===== src/hw/rtl/pbme_pkg.sv =====
`default_nettype none

package pbme_pkg;

  localparam int TAG_W = 31;
  localparam int REQ_W = 3;
  localparam int STATUS_W = 2;

  // request codes on the input channel, code 7 is unused
  typedef enum logic [REQ_W-1:0] {
    REQ_ADD     = 3'd0,
    REQ_OPERAND = 3'd1,
    REQ_AND     = 3'd2,
    REQ_OR      = 3'd3,
    REQ_NOT     = 3'd4,
    REQ_FINISH  = 3'd5,
    REQ_CLEAR   = 3'd6
  } req_t;

  typedef enum logic [STATUS_W-1:0] {
    ST_OK         = 2'd0,
    ST_MISSING    = 2'd1,
    ST_NOT_SINGLE = 2'd2,
    ST_OVERFLOW   = 2'd3
  } status_t;

  typedef enum logic [2:0] {
    SOP_NONE,
    SOP_PUSH,
    SOP_AND,
    SOP_OR,
    SOP_NOT,
    SOP_FINISH
  } stk_op_t;

  typedef struct packed {
    stk_op_t op;
    logic    bit_val;
  } stk_cmd_t;

  typedef struct packed {
    logic    full;
    logic    verdict;
    status_t status;
  } stk_stat_t;

endpackage

`default_nettype wire


===== src/hw/rtl/pbme_ram.sv =====
`default_nettype none

module pbme_ram #(
  parameter int WIDTH = 31,
  parameter int DEPTH = 64,
  parameter int AW    = (DEPTH > 1) ? $clog2(DEPTH) : 1
) (
  input  wire logic             clk,
  input  wire logic             we,
  input  wire logic [AW-1:0]    waddr,
  input  wire logic [WIDTH-1:0] wdata,
  input  wire logic             re,
  input  wire logic [AW-1:0]    raddr,
  output logic      [WIDTH-1:0] rdata
);

  logic [WIDTH-1:0] mem [DEPTH];

  always_ff @(posedge clk) begin
    if (we) begin
      mem[waddr] <= wdata;
    end
    if (re) begin
      rdata <= mem[raddr];
    end
  end

endmodule

`default_nettype wire


===== src/hw/rtl/pbme_stack.sv =====
`default_nettype none

module pbme_stack #(
  parameter int STACK_DEPTH = 32
) (
  input  wire logic                clk,
  input  wire logic                rst_n,
  input  wire pbme_pkg::stk_cmd_t  cmd,
  output pbme_pkg::stk_stat_t      stat
);

  import pbme_pkg::*;

  localparam int CW = $clog2(STACK_DEPTH + 1);

  // top of stack lives in bit 0, push shifts up, pop shifts down
  logic [STACK_DEPTH-1:0] bits_r, bits_nxt;
  logic [CW-1:0]          count_r, count_nxt;
  status_t                err_r, err_nxt;
  status_t                fin_status;

  always_comb begin
    fin_status = err_r;
    if (err_r == ST_OK && count_r != CW'(1)) begin
      fin_status = ST_NOT_SINGLE;
    end
    stat.full    = (count_r == CW'(STACK_DEPTH));
    stat.status  = fin_status;
    stat.verdict = (fin_status == ST_OK) ? bits_r[0] : 1'b0;
  end

  always_comb begin
    bits_nxt  = bits_r;
    count_nxt = count_r;
    err_nxt   = err_r;
    case (cmd.op)
      SOP_PUSH: begin
        if (count_r == CW'(STACK_DEPTH)) begin
          if (err_r == ST_OK) err_nxt = ST_OVERFLOW;
        end else begin
          bits_nxt    = bits_r << 1;
          bits_nxt[0] = cmd.bit_val;
          count_nxt   = count_r + CW'(1);
        end
      end
      SOP_AND, SOP_OR: begin
        if (count_r < CW'(2)) begin
          if (err_r == ST_OK) err_nxt = ST_MISSING;
        end else begin
          bits_nxt    = bits_r >> 1;
          bits_nxt[0] = (cmd.op == SOP_AND) ? (bits_r[0] & bits_r[1])
                                            : (bits_r[0] | bits_r[1]);
          count_nxt   = count_r - CW'(1);
        end
      end
      SOP_NOT: begin
        if (count_r == '0) begin
          if (err_r == ST_OK) err_nxt = ST_MISSING;
        end else begin
          bits_nxt[0] = ~bits_r[0];
        end
      end
      SOP_FINISH: begin
        count_nxt = '0;
        err_nxt   = ST_OK;
      end
      default: begin
      end
    endcase
  end

  always_ff @(posedge clk) begin
    bits_r <= bits_nxt;
    if (!rst_n) begin
      count_r <= '0;
      err_r   <= ST_OK;
    end else begin
      count_r <= count_nxt;
      err_r   <= err_nxt;
    end
  end

endmodule

`default_nettype wire


===== src/hw/rtl/pbme_scan.sv =====
`default_nettype none

module pbme_scan #(
  parameter int LIST_DEPTH = 64,
  parameter int AW         = (LIST_DEPTH > 1) ? $clog2(LIST_DEPTH) : 1,
  parameter int CW         = $clog2(LIST_DEPTH + 1)
) (
  input  wire logic                       clk,
  input  wire logic                       rst_n,
  input  wire logic                       start,
  input  wire logic [pbme_pkg::TAG_W-1:0] tag,
  input  wire logic [CW-1:0]              tag_count,
  output logic                            rd_en,
  output logic      [AW-1:0]              rd_addr,
  input  wire logic [pbme_pkg::TAG_W-1:0] rd_data,
  output logic                            busy,
  output logic                            done,
  output logic                            hit
);

  import pbme_pkg::*;

  typedef enum logic {
    S_IDLE,
    S_SCAN
  } state_t;

  state_t            state_r;
  logic [TAG_W-1:0]  tag_r;
  logic [CW-1:0]     idx_r;
  logic              dvld_r;
  logic              dlast_r;
  logic              done_r;
  logic              hit_r;
  logic              match;
  logic              finish;

  // one list entry compared per cycle, read data arrives the cycle after its address
  always_comb begin
    match   = dvld_r && (rd_data == tag_r);
    finish  = dvld_r && (match || dlast_r);
    rd_en   = (state_r == S_SCAN) && !finish;
    rd_addr = idx_r[AW-1:0];
    busy    = (state_r == S_SCAN) || done_r;
    done    = done_r;
    hit     = hit_r;
  end

  always_ff @(posedge clk) begin
    if (!rst_n) begin
      state_r <= S_IDLE;
      done_r  <= 1'b0;
      dvld_r  <= 1'b0;
    end else begin
      done_r <= 1'b0;
      unique case (state_r)
        S_IDLE: begin
          if (start) begin
            tag_r   <= tag;
            idx_r   <= '0;
            dvld_r  <= 1'b0;
            state_r <= S_SCAN;
          end
        end
        S_SCAN: begin
          if (finish) begin
            done_r  <= 1'b1;
            hit_r   <= match;
            dvld_r  <= 1'b0;
            state_r <= S_IDLE;
          end else begin
            dvld_r  <= 1'b1;
            dlast_r <= (idx_r + CW'(1)) == tag_count;
            idx_r   <= idx_r + CW'(1);
          end
        end
        default: begin
          state_r <= S_IDLE;
        end
      endcase
    end
  end

endmodule

`default_nettype wire


===== src/hw/rtl/prefix_boolean_membership_eval_top.sv =====
// add tag, and, or, not, finish, clear list and unused codes are handled when accepted
// operand: pushed when accepted if the list is empty or the stack is full, otherwise
//   a scan of the tag list (one tag list ram read per cycle, stops at first match)
// finish result is registered, ready on the cycle after the request is taken
// reset (rst_n low, synchronous) empties stack and list, clears their flags and out_valid
`default_nettype none

module prefix_boolean_membership_eval_top #(
  parameter int STACK_DEPTH = 32,
  parameter int LIST_DEPTH  = 64
) (
  input  wire logic                          clk,
  input  wire logic                          rst_n,
  input  wire logic                          in_valid,
  output logic                               in_ready,
  input  wire logic [pbme_pkg::REQ_W-1:0]    in_req_type,
  input  wire logic [pbme_pkg::TAG_W-1:0]    in_tag,
  output logic                               out_valid,
  input  wire logic                          out_ready,
  output logic                               out_verdict,
  output logic      [pbme_pkg::STATUS_W-1:0] out_status,
  output logic                               out_list_overflowed
);

  import pbme_pkg::*;

  localparam int AW  = (LIST_DEPTH > 1) ? $clog2(LIST_DEPTH) : 1;
  localparam int TCW = $clog2(LIST_DEPTH + 1);

  // list bookkeeping
  logic [TCW-1:0]   tag_count_r, tag_count_nxt;
  logic             list_full_r, list_full_nxt;

  // result register
  logic             out_valid_r, out_valid_nxt;
  logic             out_verdict_r, out_verdict_nxt;
  status_t          out_status_r, out_status_nxt;
  logic             out_ovf_r, out_ovf_nxt;

  logic             acc;
  logic             list_has_room;
  logic             ram_we;
  logic             ram_re;
  logic [AW-1:0]    ram_raddr;
  logic [TAG_W-1:0] ram_rdata;
  logic             scan_start;
  logic             scan_busy;
  logic             scan_done;
  logic             scan_hit;
  stk_cmd_t         stk_cmd;
  stk_stat_t        stk_stat;

  // one request at a time; a waiting result only blocks when it can't drain
  assign in_ready      = !scan_busy && (!out_valid_r || out_ready);
  assign acc           = in_valid && in_ready;
  assign list_has_room = (tag_count_r < TCW'(LIST_DEPTH));

  always_comb begin
    tag_count_nxt   = tag_count_r;
    list_full_nxt   = list_full_r;
    out_valid_nxt   = out_valid_r && !out_ready;
    out_verdict_nxt = out_verdict_r;
    out_status_nxt  = out_status_r;
    out_ovf_nxt     = out_ovf_r;
    ram_we          = 1'b0;
    scan_start      = 1'b0;
    stk_cmd.op      = SOP_NONE;
    stk_cmd.bit_val = 1'b0;

    // membership lookup finished, push its answer
    if (scan_done) begin
      stk_cmd.op      = SOP_PUSH;
      stk_cmd.bit_val = scan_hit;
    end

    if (acc) begin
      unique case (in_req_type)
        REQ_ADD: begin
          if (list_has_room) begin
            ram_we        = 1'b1;
            tag_count_nxt = tag_count_r + TCW'(1);
          end else begin
            list_full_nxt = 1'b1;
          end
        end
        REQ_OPERAND: begin
          // full stack records overflow in the stack, empty list is a miss
          if (stk_stat.full || tag_count_r == '0) begin
            stk_cmd.op = SOP_PUSH;
          end else begin
            scan_start = 1'b1;
          end
        end
        REQ_AND:    stk_cmd.op = SOP_AND;
        REQ_OR:     stk_cmd.op = SOP_OR;
        REQ_NOT:    stk_cmd.op = SOP_NOT;
        REQ_FINISH: begin
          stk_cmd.op      = SOP_FINISH;
          out_valid_nxt   = 1'b1;
          out_verdict_nxt = stk_stat.verdict;
          out_status_nxt  = stk_stat.status;
          out_ovf_nxt     = list_full_r;
        end
        REQ_CLEAR: begin
          tag_count_nxt = '0;
          list_full_nxt = 1'b0;
        end
        default: begin
        end
      endcase
    end
  end

  always_ff @(posedge clk) begin
    out_verdict_r <= out_verdict_nxt;
    out_status_r  <= out_status_nxt;
    out_ovf_r     <= out_ovf_nxt;
    if (!rst_n) begin
      tag_count_r <= '0;
      list_full_r <= 1'b0;
      out_valid_r <= 1'b0;
    end else begin
      tag_count_r <= tag_count_nxt;
      list_full_r <= list_full_nxt;
      out_valid_r <= out_valid_nxt;
    end
  end

  assign out_valid           = out_valid_r;
  assign out_verdict         = out_verdict_r;
  assign out_status          = out_status_r;
  assign out_list_overflowed = out_ovf_r;

  // tag list storage, written at the fill count, read by the scanner
  pbme_ram #(
    .WIDTH (TAG_W),
    .DEPTH (LIST_DEPTH),
    .AW    (AW)
  ) u_list (
    .clk   (clk),
    .we    (ram_we),
    .waddr (tag_count_r[AW-1:0]),
    .wdata (in_tag),
    .re    (ram_re),
    .raddr (ram_raddr),
    .rdata (ram_rdata)
  );

  // sequencer walking the list with its tag comparator
  pbme_scan #(
    .LIST_DEPTH (LIST_DEPTH),
    .AW         (AW),
    .CW         (TCW)
  ) u_scan (
    .clk       (clk),
    .rst_n     (rst_n),
    .start     (scan_start),
    .tag       (in_tag),
    .tag_count (tag_count_r),
    .rd_en     (ram_re),
    .rd_addr   (ram_raddr),
    .rd_data   (ram_rdata),
    .busy      (scan_busy),
    .done      (scan_done),
    .hit       (scan_hit)
  );

  // operand bit stack with first-error tracking
  pbme_stack #(
    .STACK_DEPTH (STACK_DEPTH)
  ) u_stack (
    .clk   (clk),
    .rst_n (rst_n),
    .cmd   (stk_cmd),
    .stat  (stk_stat)
  );

endmodule

`default_nettype wire

===== config.mk =====
export PLATFORM = sky130hd
export DESIGN_NAME = prefix_boolean_membership_eval_top
export DESIGN_NICKNAME = d
export VERILOG_FILES = /design/src/hw/rtl/pbme_pkg.sv /design/src/hw/rtl/pbme_ram.sv /design/src/hw/rtl/pbme_stack.sv /design/src/hw/rtl/pbme_scan.sv /design/src/hw/rtl/prefix_boolean_membership_eval_top.sv
export SDC_FILE = /design/constraint.sdc
export NUM_CORES = 2
export LEC_CHECK = 0
export ABC_AREA = 1
export BUFFER_PORTS_ARGS = -buffer_cell sky130_fd_sc_hd__buf_2
export CORE_MARGIN = 4
export CORE_UTILIZATION = 39
export DETAILED_ROUTE_END_ITERATION = 10
export PLACE_DENSITY = 0.63
export SLEW_MARGIN = 20
export SYNTH_ARGS = -nofsm -noshare
export SYNTH_HDL_FRONTEND = slang
export SYNTH_SLANG_ARGS = --single-unit

===== constraint.sdc =====
create_clock -name clk -period 4.1 [get_ports clk]
set_input_delay 0.82 -clock clk [delete_from_list [all_inputs] [get_ports clk]]
set_output_delay 0.82 -clock clk [all_outputs]
set_load 0.005 [all_outputs]

# [Word-level counts from Yosys, hierarchy flattened]
# Memories as Yosys holds them, arrays and structs flattened. A register that Yosys moved wholly into a read port is not among the register bits.
# Index checks and enable logic that the tools add are counted.
[classes] reduce_logical=38 n_lt_le_gt_ge=2 add_sub_neg=4 eq_ne=26 n_mux=43 bitwise=5
[ops] op="two-way mux 32 bit" n=2
[ops] op="one-hot mux 31 bit (2 select lines)" n=1
[ops] op="== test 31 bit" n=1
[ops] op="one-hot mux 7 bit (2 select lines)" n=2
[ops] op="AND reduction 3 bit" n=8
[ops] op="two-way mux 7 bit" n=3
[ops] op="one-hot mux 6 bit (3 select lines)" n=1
[ops] op="two-way mux 1 bit" n=17
[ops] op="inequality test 2 bit (second input constant)" n=8
[ops] op="== test 3 bit (second input constant)" n=5
[ops] op="one-hot mux 3 bit (5 select lines)" n=1
[ops] op="adder 7 x 1 -> 7 bit (second input constant)" n=2
[ops] op="two-way mux 2 bit" n=7
[ops] op="== test 3 x 2 -> 1 bit (second input constant)" n=4
[ops] op="two-way mux 6 bit" n=2
[ops] op="one-hot mux 2 bit (4 select lines)" n=1
[ops] op="== test 7 bit" n=1
[ops] op="logical AND 1 bit" n=7
[ops] op="logical NOT 7 bit" n=1
[ops] op="< comparator 7 bit (second input constant)" n=1
[ops] op="adder 6 x 1 -> 6 bit (second input constant)" n=1
[ops] op="== test 3 x 1 -> 1 bit (second input constant)" n=2
[ops] op="== test 6 bit (second input constant)" n=1
[ops] op="logical NOT 6 bit" n=1
[ops] op="21 further kinds" n=38
[totals] register_bits=96 memories=1 mem_bits_rw=1984 word_cells=136
[memory_table] name="u_list.mem" words=64 word_bits=31 read_ports=1 rd_ports_with_merged_regs=1 wr=1 line="pbme_ram.sv:17" source="logic [WIDTH-1:0] mem [DEPTH];"

# [Longest topological paths before layout]
[depth] ltp_word=9 depth_mapped=15 mapped_depth_nobuf=14

# [Hierarchy]
# A second synthesis with hierarchy kept.
[hier_totals] cells_unflattened=7374 area_unflattened_um2=86071.3
[modules_own_cells] module="pbme_ram" cells_per_inst=6726 seq_area_each_um2=60508.0 instances=1 area_per_inst_um2=80772.5
[modules_own_cells] module="pbme_scan" cells_per_inst=282 seq_area_each_um2=1261.2 instances=1 area_per_inst_um2=2334.7
[modules_own_cells] module="pbme_stack" cells_per_inst=252 seq_area_each_um2=1121.1 instances=1 area_per_inst_um2=2157.1
[modules_own_cells] module="prefix_boolean_membership_eval_top" cells_per_inst=114 seq_area_each_um2=300.3 instances=1 area_per_inst_um2=807.0

# [Worst setup path before layout]
# No wires, ideal clock.
[synth_path] path_type="input -> register" from="input port in_req_type[0] (netlist name)" to="memory u_list.mem[0][0], enable pin" path_slack_ps=610 required_ps=3681 cell_stages=7 t_arrival_ps=3071 path_cell_list="inv_1 -> nand2_1 -> nor2_1 -> inv_1 -> nor3_1 -> nand3_1 -> nor2_1"
[synth_via] elab_chain_len=5
[synth_rtl] item="start: declaration" line="prefix_boolean_membership_eval_top.sv:16" source="input wire logic [pbme_pkg::REQ_W-1:0] in_req_type,"
[synth_rtl] item="logical NOT 3 bit" line="prefix_boolean_membership_eval_top.sv:77" source="unique case (in_req_type)"
[synth_rtl] item="two-way mux 1 bit" line="prefix_boolean_membership_eval_top.sv:77"
[synth_rtl] item="two-way mux 1 bit" line="prefix_boolean_membership_eval_top.sv:76" source="if (acc) begin"
[synth_rtl] item="two-way mux 1 bit" line="pbme_ram.sv:20" source="if (we) begin"
[synth_rtl] item="two-way mux 1 bit (implied by the code)" line="pbme_ram.sv:21" source="mem[waddr] <= wdata;"
[synth_rtl] item="end: declaration" line="pbme_ram.sv:17"
# Every way passes these cells.

==> impl_metrics.py <==
metrics = {
    "grt": {
        "grt_max_degree": 120,
        "grtUsageTotal_pct": 21.0,
        "grt_antenna_before_repair": 10,
        "grt_pass1_wl_um": 347000,
        "grt_pass1_vias": 49900,
        "grt_remaining_overflow": 0,
    },
    "clock_tree": {
        "clock_path_buffers": 3,
        "cts.root.buffer_cell": "clkbuf_16",
        "cts_buffers": 206,
        "cts.repair.resized": 0,
        "htree_levels": 4,
        "clock_sinks": 2111,
        "cts_tree": "yes",
        "clk_latency_ns": 0.84,
        "cts_hold_buf": 0,
        "clk_pin_slew_ns": 0.06,
        "post_cts_buffers": 0,
    },
    "drt": {
        "routed_wl_um": 241000,
        "drc_errors": 0,
        "dr.pass1.iters": 8,
        "avgRoutedWirePerCell_um": 25.6,
        "viasPerCell": 5.57,
        "num_vias": 52400,
        "drtIter0Drc": 6735,
        "antenna_left": 0,
    },
    "min_path": {
        "whs_path_depth": 1,
        "min_to": "u_list.mem[25][20]",
        "min_from": "in_tag[20]",
        "min_path_type": "in2reg",
    },
    "yosys": {
        "synth_seq_cells": 2111,
        "synth_edf_count": 2091,
        "synth_cells": 6299,
        "yosysWarnings": 0,
        "yosysSeqAreaShare_pct": 75.2,
        "syn_area_per_cell_um2": 13.3,
        "synthesis.nets": 6343,
        "synth.area.top_cells": "edfxtp_1 (75%), nand2_1 (5.6%), o21ai_0 (3.4%)",
        "synth_top_area_share_pct": 74.7,
        "synthArstFlopShare_pct": 0,
        "synth_flop_cell": "edfxtp_1",
        "synth.distinct_cells": 43,
        "synth_top_area_cell": "edfxtp_1",
        "synth.cell_area_um2": 84000,
    },
    "placement": {
        "place.gp.congestion": 0.959,
        "port_buffers": 43,
        "placed_cell_area_um2": 88800,
        "dp_hpwl_um": 140000,
    },
    "layout": {
        "syn2layout_area_growth_pct": 13.3,
        "seqCellArea_um2": 63200,
        "layout-drive-gt1-share_pct": 10.2,
        "final_core_util_pct": 44.4,
        "final_cell_area_um2": 95200,
        "nets": 6443,
        "fillCellCount": 19000,
        "multi_input_area_um2": 19100,
    },
    "floorplanning": {
        "rows": 170,
        "coreArea_um2": 214000,
        "num_io_pins": 44,
        "die_height_um": 472,
        "initial_core_util_pct": 39.2,
        "design.die.area_um2": 223000,
        "chipWidth_um": 472,
    },
    "outcome": {
        "status": "finished, final reports clean",
    },
    "critical_path": {
        "rr_worst_depth": 10,
        "reg2reg_slack_ns": 0.66,
        "r2r-end": "u_list.rdata[15]",
        "required_ns": 4.76,
        "arrival_ns": 4.10,
        "crit_path_start_kind": "flip-flop",
        "worstSetupPathType": "reg2reg",
        "path_max_fanout": 119,
        "cp-end-kind": "flip-flop",
        "regToRegStartpoint": "u_scan.idx_r[0]",
    },
    "timing": {
        "fin_worst_skew_ns": 0.0557,
        "period_needed_ns": 3.44,
        "drv_slew": 0,
        "worst_pin_slew_ns": 1.15,
        "rsz0062_at_grt": "false",
        "tns_ns": 0,
        "hold_viol_final": 0,
        "period_share_pct": 84.0,
        "relSlewSlack_pct": 23.6,
        "clock.fmax_mhz": 290,
        "setup_violations": 0,
    },
    "power": {
        "irDropWorstVdd_mv": 0.382,
        "p_per_area_nw_per_um2": 450,
        "power.total_mw": 42.8,
        "power_leakage_nw": 32.1,
    },
    "run": {
        "maxCapViolCount": 0,
    },
}
[flip-flops by register name, indices dropped and copies added, names as in the netlist, 2 cells and up]
signal,count
u_list.mem,1984
u_stack.bits_r,32
u_list.rdata,31
u_scan.tag_r,31
tag_count_r,7
u_scan.idx_r,7
u_stack.count_r,6
out_status,2
u_stack.err_r,2
[power breakdown]
group	switching, mW	total (mW)	internal, mW	leakage (nW)
Combinational	0.701	0.851	0.150	9.98
Sequential	0.0302	23.8	23.8	19.0
Clock	8.12	18.2	10.1	3.12
Total	8.85	42.8	34.0	32.1
[cell usage in the layout, fill, tap and decap left out, drive strengths merged, types with 6 or more instances in the layout]
cell      Yosys  routed
a21oi       322     322
buf         231     282
bufinv        0      11
clkbuf      159     257
clkinv        2     100
clkinvlp      0       6
dfxtp        20      20
edfxtp     2091    2091
ha            6       6
inv          77      82
mux2i       248     248
nand2      1261    1261
nand3        98      98
nand4        29      29
nor2        610     610
nor3         18      18
o211ai      186     186
o21ai       637     637
o22ai       248     248
or2          27      27
xor2         15      15
[routing by layer]
layer | global-route usage [%] | vias to the layer above | wire, um
met5 | 0 | - | 20
met3 | 3.76 | 423 | 20200
li1 | - | 23300 | -
met2 | 33.0 | 2399 | 111000
met4 | 8.45 | 4 | 10400
met1 | 29.1 | 26300 | 98900
[cell type report]
| class | count | share of cell area [%] |
|---|---|---|
| flip-flops and latches | 2111 | 66.3 |
| multi-input cells | 3719 | 20.0 |
| clock buffers | 257 | 5.68 |
| well taps | 2838 | 3.73 |
| repair buffers | 282 | 2.81 |
| clock inverters | 120 | 1.06 |
| inverters | 79 | 0.360 |
| diodes | 4 | 0.0105 |
[synthesized netlist by cell type (27+ instances only)]
cell,count
nand3_1,98
o21ai_1,64
clkbuf_1,148
a21oi_1,322
o22ai_1,248
edfxtp_1,2091
or2_2,27
inv_1,68
mux2i_1,248
nand4_1,28
buf_2,144
buf_6,27
buf_1,33
o211ai_1,186
nor2_1,605
nand2_1,1260
o21ai_0,572
[kinds of logic after synthesis]
group                    share of synthesized area [%]
flip-flops                                        75.2
XOR/XNOR                                         0.198
AO/OA/AOI/OAI                                     9.28
buffers and inverters                             2.74
AND/OR/NAND/NOR                                   9.55
multiplexers                                      2.95
adder cells (fa/ha/maj)                         0.0893
[worst max path at each step]
stage	from	end	slack (ns)	cells past startpoint
floorplan	in_req_type[0]	u_list.mem[0][0]	0.61	7
global placement	in_req_type[2]	u_list.mem[11][25]	0.62	10
detailed placement	in_req_type[2]	u_list.mem[59][18]	0.71	10
CTS	u_scan.idx_r[0]	u_list.rdata[15]	0.73	10
global route	u_scan.idx_r[0]	u_list.rdata[15]	0.53	10
finish	u_scan.idx_r[0]	u_list.rdata[15]	0.66	10
[metrics by stage]
stage,instances,hold WS [ns],worst slack (ns)
floorplan,6299,0.409,0.610
global placement,9029,0.425,0.616
detailed placement,9029,0.433,0.709
CTS,9406,0.107,0.726
global route,9407,0.130,0.532
finish,9410,0.162,0.655
[critical path, cell delays in order (launching register included)]
cell,delay (ns)
edfxtp_1,0.63
buf_12,0.36
buf_12,0.47
o21ai_0,0.19
o22ai_1,0.18
nand2_1,0.07
o211ai_1,0.14
nand3_1,0.29
o21ai_1,0.29
nand2_1,0.33
nand2_1,0.18
(Power assumes the default switching activity.)
